File: src/rtl/rspd_pkg.sv
// Package for the RGBW strip pattern dimmer: register map, pattern codes,
// color layouts, the fade step and the duty scaling.
// No dependencies; every other file of the block refers to it by scoped names.
package rspd_pkg;

    localparam int NUM_STRIPS_DEF = 3;
    localparam int ADDR_W         = 5;
    localparam int DATA_W         = 32;

    localparam logic [7:0] FULL_LEVEL  = 8'd255;
    localparam logic [7:0] HALF_LEVEL  = 8'd128;
    localparam logic [7:0] FADE_STEP   = 8'd5;
    localparam logic [7:0] FADE_TOP    = FULL_LEVEL - FADE_STEP;
    localparam logic signed [9:0] SET_FADE_DOWN = -10'sd1;
    localparam logic signed [9:0] SET_FADE_UP   = 10'sd256;
    localparam logic signed [9:0] SET_RESET     = 10'sd255;

    typedef enum logic [2:0] {
        REG_POWER      = 3'd0,
        REG_BRIGHTNESS = 3'd1,
        REG_RED        = 3'd2,
        REG_GREEN      = 3'd3,
        REG_BLUE       = 3'd4,
        REG_WHITE      = 3'd5,
        REG_PATTERN    = 3'd6,
        REG_NONE       = 3'd7
    } reg_index_t;

    typedef enum logic [2:0] {
        PAT_WHITE    = 3'd0,
        PAT_RGB      = 3'd1,
        PAT_GREEN_RED = 3'd2,
        PAT_RED_WHITE = 3'd3,
        PAT_TRICOLOR  = 3'd4,
        PAT_YELLOW_PURPLE = 3'd5,
        PAT_KEEP_A   = 3'd6,
        PAT_KEEP_B   = 3'd7
    } pattern_t;

    typedef struct packed {
        logic [7:0] w;
        logic [7:0] r;
        logic [7:0] g;
        logic [7:0] b;
    } color_t;

    typedef struct packed {
        logic       rising;
        logic [7:0] level;
    } fade_t;

    // Color of one strip for a pattern; odd and mod3 describe the strip's place.
    function automatic color_t pattern_color(
        input pattern_t   pat,
        input logic       odd,
        input logic [1:0] mod3,
        input logic [7:0] wl,
        input logic [7:0] rl,
        input logic [7:0] gl,
        input logic [7:0] bl
    );
        color_t c;
        c = '0;
        case (pat)
            PAT_WHITE: c.w = (wl != 8'd0) ? wl : FULL_LEVEL;
            PAT_RGB:
            begin
                c.r = rl;
                c.g = gl;
                c.b = bl;
            end
            PAT_GREEN_RED:
            begin
                if (odd) c.r = FULL_LEVEL;
                else     c.g = FULL_LEVEL;
            end
            PAT_RED_WHITE:
            begin
                if (odd) c.w = FULL_LEVEL;
                else     c.r = FULL_LEVEL;
            end
            PAT_TRICOLOR:
            begin
                if (mod3 == 2'd0)      c.r = FULL_LEVEL;
                else if (mod3 == 2'd1) c.w = FULL_LEVEL;
                else                   c.b = FULL_LEVEL;
            end
            default:
            begin
                if (odd)
                begin
                    c.r = HALF_LEVEL;
                    c.b = HALF_LEVEL;
                end
                else
                begin
                    c.r = FULL_LEVEL;
                    c.g = FULL_LEVEL;
                end
            end
        endcase
        return c;
    endfunction

    // One breathing step; the level bounces and clamps at both ends.
    function automatic fade_t fade_step(input fade_t cur);
        fade_t nxt;
        nxt = cur;
        if (cur.rising)
        begin
            if (cur.level > FADE_TOP)
            begin
                nxt.level  = FULL_LEVEL;
                nxt.rising = 1'b0;
            end
            else
            begin
                nxt.level = cur.level + FADE_STEP;
            end
        end
        else
        begin
            if (cur.level < FADE_STEP)
            begin
                nxt.level  = 8'd0;
                nxt.rising = 1'b1;
            end
            else
            begin
                nxt.level = cur.level - FADE_STEP;
            end
        end
        return nxt;
    endfunction

    // floor(color * level / 255); the shift-and-add form is exact for 16-bit products.
    function automatic logic [7:0] scale_duty(input logic [7:0] color, input logic [7:0] level);
        logic [15:0] prod;
        logic [16:0] sum;
        prod = color * level;
        sum  = {1'b0, prod} + {9'd0, prod[15:8]} + 17'd1;
        return sum[15:8];
    endfunction

endpackage

File: src/rtl/rspd_shade.sv
// Channel duty logic for one strip: scales the four color bytes by the level, or gives zero with power off.
// Depends on rspd_pkg for color_t and scale_duty.
module rspd_shade
(
    input  rspd_pkg::color_t color,
    input  logic [7:0]       level,
    input  logic             power,
    output rspd_pkg::color_t duty
);

    always_comb
    begin
        duty = '0;
        if (power)
        begin
            duty.w = rspd_pkg::scale_duty(color.w, level);
            duty.r = rspd_pkg::scale_duty(color.r, level);
            duty.g = rspd_pkg::scale_duty(color.g, level);
            duty.b = rspd_pkg::scale_duty(color.b, level);
        end
    end

endmodule

File: src/rtl/rgbw_strip_pattern_dimmer_top.sv
// Each accepted item is one tick: it may take a breathing step, refreshes the
// strip colors from the selected pattern unless its code keeps them, and
// yields NUM_STRIPS results, one per strip in order, the last one flagged by
// last_strip. Results leave at one per cycle through an output register while
// out_stall is low; one more tick is held in the input register meanwhile.
// Configuration is read and written through the APB port.
// Depends on rspd_pkg and rspd_shade.
module rgbw_strip_pattern_dimmer_top
#(
    parameter int NUM_STRIPS = rspd_pkg::NUM_STRIPS_DEF
)
(
    input  logic                         clk,
    input  logic                         rst_n,
    // APB configuration port
    input  logic                         psel,
    input  logic                         penable,
    input  logic                         pwrite,
    input  logic [rspd_pkg::ADDR_W-1:0]  paddr,
    input  logic [rspd_pkg::DATA_W-1:0]  pwdata,
    output logic [rspd_pkg::DATA_W-1:0]  prdata,
    output logic                         pready,
    // tick input
    input  logic                         in_valid,
    output logic                         in_stall,
    input  logic                         advance,
    // strip results
    output logic                         out_valid,
    input  logic                         out_stall,
    output logic [1:0]                   strip_index,
    output logic [7:0]                   white_duty,
    output logic [7:0]                   red_duty,
    output logic [7:0]                   green_duty,
    output logic [7:0]                   blue_duty,
    output logic [7:0]                   level_now,
    output logic [2:0]                   pattern_now,
    output logic                         lamp_on,
    output logic                         last_strip
);

    localparam int CNT_W = (NUM_STRIPS > 1) ? $clog2(NUM_STRIPS) : 1;
    localparam logic [CNT_W-1:0] LAST_CNT = CNT_W'(NUM_STRIPS - 1);

    // configuration registers
    logic                    power_on_reg;
    logic signed [9:0]       brightness_reg;
    logic [7:0]              red_reg;
    logic [7:0]              green_reg;
    logic [7:0]              blue_reg;
    logic [7:0]              white_reg;
    logic [2:0]              pattern_sel_reg;

    // tick state
    rspd_pkg::fade_t         fade_reg;
    rspd_pkg::fade_t         fade_next;
    rspd_pkg::color_t        colors_reg [NUM_STRIPS];
    rspd_pkg::color_t        colors_next [NUM_STRIPS];
    logic [2:0]              applied_reg;

    // input register and emitter
    logic                    pend_valid_reg;
    logic                    pend_adv_reg;
    logic                    busy_reg;
    logic [CNT_W-1:0]        cnt_reg;
    logic                    out_valid_reg;
    logic                    out_load;
    logic                    beat;
    logic                    beat_last;
    logic                    apply_tick;

    rspd_pkg::reg_index_t    cfg_idx;
    logic                    cfg_write;
    logic                    fading;
    logic                    fixed_level;
    logic                    pattern_new;
    rspd_pkg::color_t        cur_color;
    rspd_pkg::color_t        cur_duty;

    assign pready    = 1'b1;
    assign cfg_idx   = rspd_pkg::reg_index_t'(paddr[4:2]);
    assign cfg_write = psel && penable && pwrite;

    always_comb
    begin
        case (cfg_idx)
            rspd_pkg::REG_POWER:      prdata = {31'd0, power_on_reg};
            rspd_pkg::REG_BRIGHTNESS: prdata = 32'(brightness_reg);
            rspd_pkg::REG_RED:        prdata = {24'd0, red_reg};
            rspd_pkg::REG_GREEN:      prdata = {24'd0, green_reg};
            rspd_pkg::REG_BLUE:       prdata = {24'd0, blue_reg};
            rspd_pkg::REG_WHITE:      prdata = {24'd0, white_reg};
            rspd_pkg::REG_PATTERN:    prdata = {29'd0, pattern_sel_reg};
            default:                  prdata = '0;
        endcase
    end

    // Handshake control.
    assign in_stall   = pend_valid_reg;
    assign out_load   = !out_valid_reg || !out_stall;
    assign beat       = busy_reg && out_load;
    assign beat_last  = beat && (cnt_reg == LAST_CNT);
    assign apply_tick = pend_valid_reg && (!busy_reg || beat_last);

    // Tick update of level and colors.
    assign fading      = (brightness_reg == rspd_pkg::SET_FADE_DOWN) ||
                         (brightness_reg == rspd_pkg::SET_FADE_UP);
    assign fixed_level = (brightness_reg[9:8] == 2'b00);
    assign pattern_new = (pattern_sel_reg <= 3'(rspd_pkg::PAT_YELLOW_PURPLE));

    always_comb
    begin
        fade_next = fade_reg;
        if (pend_adv_reg && fading)
            fade_next = rspd_pkg::fade_step(fade_reg);
        if (fixed_level)
            fade_next.level = brightness_reg[7:0];
    end

    for (genvar g = 0; g < NUM_STRIPS; g++)
    begin : g_color
        localparam logic       ODD  = ((g % 2) != 0);
        localparam logic [1:0] MOD3 = 2'(g % 3);

        assign colors_next[g] = rspd_pkg::pattern_color(
            rspd_pkg::pattern_t'(pattern_sel_reg), ODD, MOD3,
            white_reg, red_reg, green_reg, blue_reg);

        always_ff @(posedge clk or negedge rst_n)
        begin
            if (!rst_n)
                colors_reg[g] <= '0;
            else if (apply_tick && pattern_new)
                colors_reg[g] <= colors_next[g];
        end
    end

    always_ff @(posedge clk or negedge rst_n)
    begin
        if (!rst_n)
        begin
            power_on_reg    <= 1'b0;
            brightness_reg  <= rspd_pkg::SET_RESET;
            red_reg         <= '0;
            green_reg       <= '0;
            blue_reg        <= '0;
            white_reg       <= '0;
            pattern_sel_reg <= '0;
            fade_reg        <= '{rising: 1'b0, level: rspd_pkg::FULL_LEVEL};
            applied_reg     <= '0;
        end
        else
        begin
            if (apply_tick)
            begin
                fade_reg <= fade_next;
                if (pattern_new)
                    applied_reg <= pattern_sel_reg;
            end
            if (cfg_write)
            begin
                case (cfg_idx)
                    rspd_pkg::REG_POWER:      power_on_reg <= pwdata[0];
                    rspd_pkg::REG_BRIGHTNESS:
                    begin
                        brightness_reg  <= signed'(pwdata[9:0]);
                        fade_reg.rising <= (signed'(pwdata[9:0]) == rspd_pkg::SET_FADE_UP);
                    end
                    rspd_pkg::REG_RED:        red_reg         <= pwdata[7:0];
                    rspd_pkg::REG_GREEN:      green_reg       <= pwdata[7:0];
                    rspd_pkg::REG_BLUE:       blue_reg        <= pwdata[7:0];
                    rspd_pkg::REG_WHITE:      white_reg       <= pwdata[7:0];
                    rspd_pkg::REG_PATTERN:    pattern_sel_reg <= pwdata[2:0];
                    default:                  ;
                endcase
            end
        end
    end

    // Input register: one tick waits here while the previous one is emitted.
    always_ff @(posedge clk or negedge rst_n)
    begin
        if (!rst_n)
        begin
            pend_valid_reg <= 1'b0;
        end
        else if (in_valid && !in_stall)
        begin
            pend_valid_reg <= 1'b1;
        end
        else if (apply_tick)
        begin
            pend_valid_reg <= 1'b0;
        end
    end

    always_ff @(posedge clk)
    begin
        if (in_valid && !in_stall)
            pend_adv_reg <= advance;
    end

    // Strip sequencer; it reads the tick state that the last apply left.
    always_ff @(posedge clk or negedge rst_n)
    begin
        if (!rst_n)
        begin
            busy_reg <= 1'b0;
            cnt_reg  <= '0;
        end
        else if (apply_tick)
        begin
            busy_reg <= 1'b1;
            cnt_reg  <= '0;
        end
        else if (beat_last)
        begin
            busy_reg <= 1'b0;
        end
        else if (beat)
        begin
            cnt_reg <= cnt_reg + 1'b1;
        end
    end

    assign cur_color = colors_reg[cnt_reg];

    rspd_shade u_shade
    (
        .color (cur_color),
        .level (fade_reg.level),
        .power (power_on_reg),
        .duty  (cur_duty)
    );

    always_ff @(posedge clk or negedge rst_n)
    begin
        if (!rst_n)
            out_valid_reg <= 1'b0;
        else if (out_load)
            out_valid_reg <= beat;
    end

    always_ff @(posedge clk)
    begin
        if (beat)
        begin
            strip_index <= 2'(cnt_reg);
            white_duty  <= cur_duty.w;
            red_duty    <= cur_duty.r;
            green_duty  <= cur_duty.g;
            blue_duty   <= cur_duty.b;
            level_now   <= fade_reg.level;
            pattern_now <= applied_reg;
            lamp_on     <= power_on_reg;
            last_strip  <= (cnt_reg == LAST_CNT);
        end
    end

    assign out_valid = out_valid_reg;

endmodule
File: config.mk
export PLATFORM = sky130hd
export DESIGN_NAME = rgbw_strip_pattern_dimmer_top
export DESIGN_NICKNAME = d
export VERILOG_FILES = /design/src/rtl/rspd_pkg.sv /design/src/rtl/rspd_shade.sv /design/src/rtl/rgbw_strip_pattern_dimmer_top.sv
export SDC_FILE = /design/constraint.sdc
export NUM_CORES = 1
export LEC_CHECK = 0
export ABC_AREA = 1
export BUFFER_PORTS_ARGS = -buffer_cell sky130_fd_sc_hd__buf_2
export CAP_MARGIN = 0
export CORE_MARGIN = 2
export CORE_UTILIZATION = 40
export DETAILED_ROUTE_END_ITERATION = 8
export RECOVER_POWER = 50
export REMOVE_ABC_BUFFERS = 1
export SYNTH_ARGS = -nofsm -noshare
export SYNTH_HDL_FRONTEND = slang
export SYNTH_SLANG_ARGS = --single-unit
File: constraint.sdc
create_clock -name clk -period 16 [get_ports clk]
set_input_delay 2.4 -clock clk [delete_from_list [all_inputs] [get_ports clk]]
set_output_delay 2.4 -clock clk [all_outputs]
set_load 0.1 [all_outputs]
==> reports/results.tsv, run 1 <==
metric	value	unit
max-cap-violations	4	
clk_path_buf_depth	2	
wl	50.3	mm
yosys_warnings	0	
cp_data_arrival_time	8.43	ns
antenna_found_initial	0	
overflow	0	
violations	max-capacitance violations, max-slew violations	
fp.dieH	223	um
drv_slew	218	
fin_area	20700	sq um
cp.required	16.25	ns
clkTransAtPathRegs	0.08	ns
dr_wl_met2	22.8	mm
cp_max_fo	21	
setup-tns-final	0	ns
dieArea	49900	sq um
routed.top_layer	met4	
clk_latency	0.50	ns
seq_area_frac_synth	0.253	
synthCells	2615	
viasPerCell	5.08	
maxSlewHeadroom	-2.10	
firstDrtPassIters	6	
syn-cell-area	19300	sq um
holdPathStages	0	
nets	3023	
tightest_slew	4.65	ns
outcome	complete, but fails checks	
synth_seq_cells	184	
setup_slack	7.82	ns
htreeDepth	4	
synth_area_leaders	dfrtp_1, fa_1, ha_1	
dpl_cell_area	20200	sq um
postCtsHoldBufs	0	
syn_to_final_growth	7.72	%
syn_area_per_cell	7.37	sq um
ios	127	
synth_top_cell_area_share	0.156	
antennaDiodeCount	0	
final_common_cell	nand2_1	
cts_sinks	184	
grt_usage	0.210	
fill_cells	4899	
synth-edff-count	48	
ys_async_sr_fraction	0.739	
postCtsSetupRepairBufs	0	
timing.fmax	0.122	GHz
grt_max_degree	86	
drc	0	
r2r_cells	27	
drive_gt1_frac	0.0785	
synth.distinct_cells	52	
skew	0.0162	ns
largest_register_ffs	73	
initial_core_util	0.404	
core	47600	sq um
gp_congestion	0.910	
root_buffer	clkbuf_16	
cts_tree	built	
hpwl	38.7	mm
ant_nets	0	
cts_buffers	17	
pre_cts_ws	7.89	ns
wl_per_cell	15.3	um
rsz0062_at_grt	no	
drt_iter0_drc	1193	
final.min_clock_period	8.18	ns
synth_area_leader_cell	dfrtp_1	
fin_crit_sh	0.511	
ys.flop_type	dfrtp_1	
rows	80	
portBuffers	101	
wl_met3	2.93	mm
cp-end-kind	flop	
timing.final.hold_violations	0	
grt_pass1_wl	83.1	mm
grt_pass1_vias	16400	
hold_class	reg -> reg	
start_kind	flop	
die_x	223	um
critPathKind	reg -> reg	
post-route-util	0.435	
num_vias	16700	
setup_violations	0	
post_cts_resize_count	0	
most-common-layout-cells	nand2_1, inv_1, nor2_1	
drt-met1-wl	23.8	mm
==> kinds of logic after synthesis <==
group | count (synthesis) | synth area share
and+or+nand+nor | 1167 | 0.252
buffers and inverters | 599 | 0.123
adders and majority gates | 316 | 0.261
AOI/OAI and AO/OA | 310 | 0.0913
DFF | 184 | 0.253
xor gates and xnor gates | 38 | 0.0200
other | 1 | 0.000195
==> worst max-delay path: stages, from the launching register on <==
cell and delay (ns):
dfrtp_1 0.63, inv_1 0.74, nand2_1 0.48, o21ai_0 0.63, inv_1 0.26, nor2_1 0.19
fa_1 0.45, fa_1 0.48, fa_1 0.55, inv_1 0.05, fa_1 0.53, inv_1 0.04
ha_1 0.35, a21oi_1 0.35, nand2_1 0.10, nand2_1 0.11, nand3_1 0.16, a21oi_1 0.20
o21bai_1 0.09, xnor2_1 0.43, ha_1 0.29, inv_1 0.09, nor2_4 0.13, inv_1 0.05
nor3_1 0.19, nand3_1 0.12, a21oi_1 0.14, nor2_1 0.06
==> area by class of cell <==
class                   count  area, sq um  area share
inverters                 515         1930      0.0932
clock inverters            13          128     0.00615
clock buffers              19          454      0.0219
flip-flops and latches    184         4860       0.234
repair buffers            112          568      0.0274
multi-input cells        1832        12000       0.580
well taps                 615          769      0.0371
==> through the flow <==
step | hold slack, ns | instances
floorplan | 0.425 | 2531
global placement | 0.452 | 3258
detailed placement | 0.454 | 3258
CTS | 0.472 | 3290
global route | 0.483 | 3290
finish | 0.464 | 3290
==> synth_stat cells, types with 9 or more instances <==
cell type,n
clkbuf_1,39
nor2_1,364
dfstp_2,16
nand4_1,31
xnor2_1,12
fa_1,144
nor3_1,11
dfrtp_1,120
o21ai_0,140
nand3b_1,9
a21oi_1,96
nand3_1,139
inv_2,12
buf_2,13
buf_4,25
ha_1,172
inv_1,498
xor2_1,19
nand2_1,565
edfxtp_1,48
nand2_2,17
o211ai_1,14
==> path summary, 6_finish.rpt <==
kind / startpoint / to / slack [ns]
max: cnt_reg[0] / red_duty[5] / 7.82
min: applied_reg[1] / pattern_now[1] / 0.46
max reg2reg: cnt_reg[0] / red_duty[5] / 7.82
min reg2reg: applied_reg[1] / pattern_now[1] / 0.46
max in group asynchronous: rst_n / colors_reg[82] / 8.05
min in group asynchronous: rst_n / colors_reg[14] / 3.58
==> routing by layer <==
metal  GRT usage  up-vias
li1            -     8228
met1       0.289     7966
met2       0.341      450
met3      0.0367       54
met4      0.0561        0
met5           0        -
Power of run 1 is not shown: default switching activity piles up to over one toggle a cycle in this logic, so the estimate is an artifact.
==> run 2: changes to the inputs <==
==> constraint.sdc (replaced) <==
create_clock -name clk -period 7.7 [get_ports clk]
set_input_delay 1.155 -clock clk [delete_from_list [all_inputs] [get_ports clk]]
set_output_delay 1.155 -clock clk [all_outputs]
set_load 0.1 [all_outputs]
==> reports/results.tsv, run 2 (same netlist as run 1, synthesis figures left out) <==
metric	value	unit	change
slowest_stage	fa_1		
maxSlewHeadroom	-1.39		+0.712
cp_data_arrival_time	7.29	ns	-1.14 ns
core	47600	sq um	unchanged
hold_class	reg -> reg		
drive_gt1_frac	0.0841		+0.00564
grt_max_degree	73		-15%
htreeDepth	4		unchanged
overflow	0		unchanged
viasPerCell	5.08		about the same
clk_latency	0.50	ns	about the same
cpPeakStageDelay	0.59	ns	-0.15 ns
initial_core_util	0.404		unchanged
ios	127		unchanged
die_x	223	um	unchanged
clk_path_buf_depth	2		unchanged
clkTransAtPathRegs	0.09	ns	about the same
grt_pass1_vias	16600		+1.5%
rsz0062_at_grt	no		
rows	80		unchanged
setup_violations	0		unchanged
cp_max_fo	12		-43%
violations	max-capacitance violations, max-slew violations		
final.min_clock_period	7.05	ns	-1.13 ns
num_vias	16800		+0.42%
most-common-layout-cells	nand2_1, inv_1, nor2_1		
fin_crit_sh	0.916		+0.405
setup-tns-final	0	ns	unchanged
antennaDiodeCount	0		unchanged
cts_sinks	184		unchanged
max-cap-violations	4		unchanged
final_common_cell	nand2_1		
drv_slew	218		unchanged
nets	3034		+0.36%
ant_nets	0		unchanged
start_kind	flop		
antenna_found_initial	0		unchanged
gp_congestion	0.872		-4.2%
grt_usage	0.210		+0.000711
cp-end-kind	flop		
drc	0		unchanged
cp_num_buf_inv	7		+1
cts_buffers	17		unchanged
dieArea	49900	sq um	unchanged
hpwl	39.6	mm	+2.1%
cts_tree	built		
postCtsHoldBufs	0		unchanged
portBuffers	101		unchanged
timing.fmax	0.142	GHz	+16%
fp.dieH	223	um	unchanged
outcome	complete, but fails checks		
root_buffer	clkbuf_16		
path_delay_family	adder cells		
cp.required	7.94	ns	-8.31 ns
skew	0.0202	ns	+0.00398 ns
tightest_slew	3.58	ns	-1.07 ns
drt_iter0_drc	1176		-1.4%
firstDrtPassIters	6		unchanged
wl_per_cell	15.2	um	-0.77%
timing.final.hold_violations	0		unchanged
largest_register_ffs	73		unchanged
wl	50.1	mm	-0.44%
critPathKind	reg -> reg		
grt_pass1_wl	84.1	mm	+1.2%
syn_to_final_growth	8.14	%	
## run 2: timing repair
item | 4_1_cts | 5_1_grt
buffers inserted | 0 | 0
resized for setup | 0 | 4
endpoints found under the setup margin | 0 | 2
## run 2: path summary, 6_finish.rpt
kind / slack, ns / start / cells after the start / end
worst max-delay path: 0.65 / cnt_reg[1] / 30 / green_duty[7]
min in group asynchronous: 1.88 / rst_n / 1 / brightness_reg[8]
worst max register to register: 0.65 / cnt_reg[1] / 30 / green_duty[7]
worst min register to register: 0.45 / applied_reg[0] / 0 / pattern_now[0]
max in group asynchronous: 2.51 / rst_n / 2 / cnt_reg[1]
worst min-delay path: 0.45 / applied_reg[0] / 0 / pattern_now[0]
## run 2: cell type report
type                            count  area (sq um)
Timing Repair Buffer              123           644
Clock inverter                     15           155
Multi-Input combinational cell   1832         12000
Clock buffer                       17           425
Fill cell                        4895         26800
Tap cell                          615           769
Sequential cell                   184          4870
Inverter                          515          1940
## run 2: per-stage QoR
stage                     hold WS [ns]   util  instances  setup WS (ns)  cell area [sq um]
after floorplan                  0.425      -       2531         -22.97              18800
after global placement           0.448  0.426       3269          0.646              20300
after detailed placement         0.436  0.426       3269          0.582              20300
after CTS                        0.457  0.438       3301          0.545              20900
after global routing             0.478  0.437       3301         0.0871              20800
final                            0.454  0.437       3301          0.645              20800
## run 2: routing by layer
metal / wire (um) / global-route usage / share of wire
met1: 24000 / 0.294 / 0.48
met4: 750 / 0.0518 / 0.015
met2: 22800 / 0.341 / 0.45
met3: 2630 / 0.0349 / 0.052
met5: 0 / 0 / 0
## run 2: worst register-to-register path: cells and delay by family (launching register included)
kind	cells	cell delay, ns
xor+xnor	1	0.42
flops	1	0.52
fa+ha+maj	6	2.71
buf+inv	7	1.08
simple gates	13	1.70
compound gates	3	0.37
Power of run 2 is left out for the same reason.
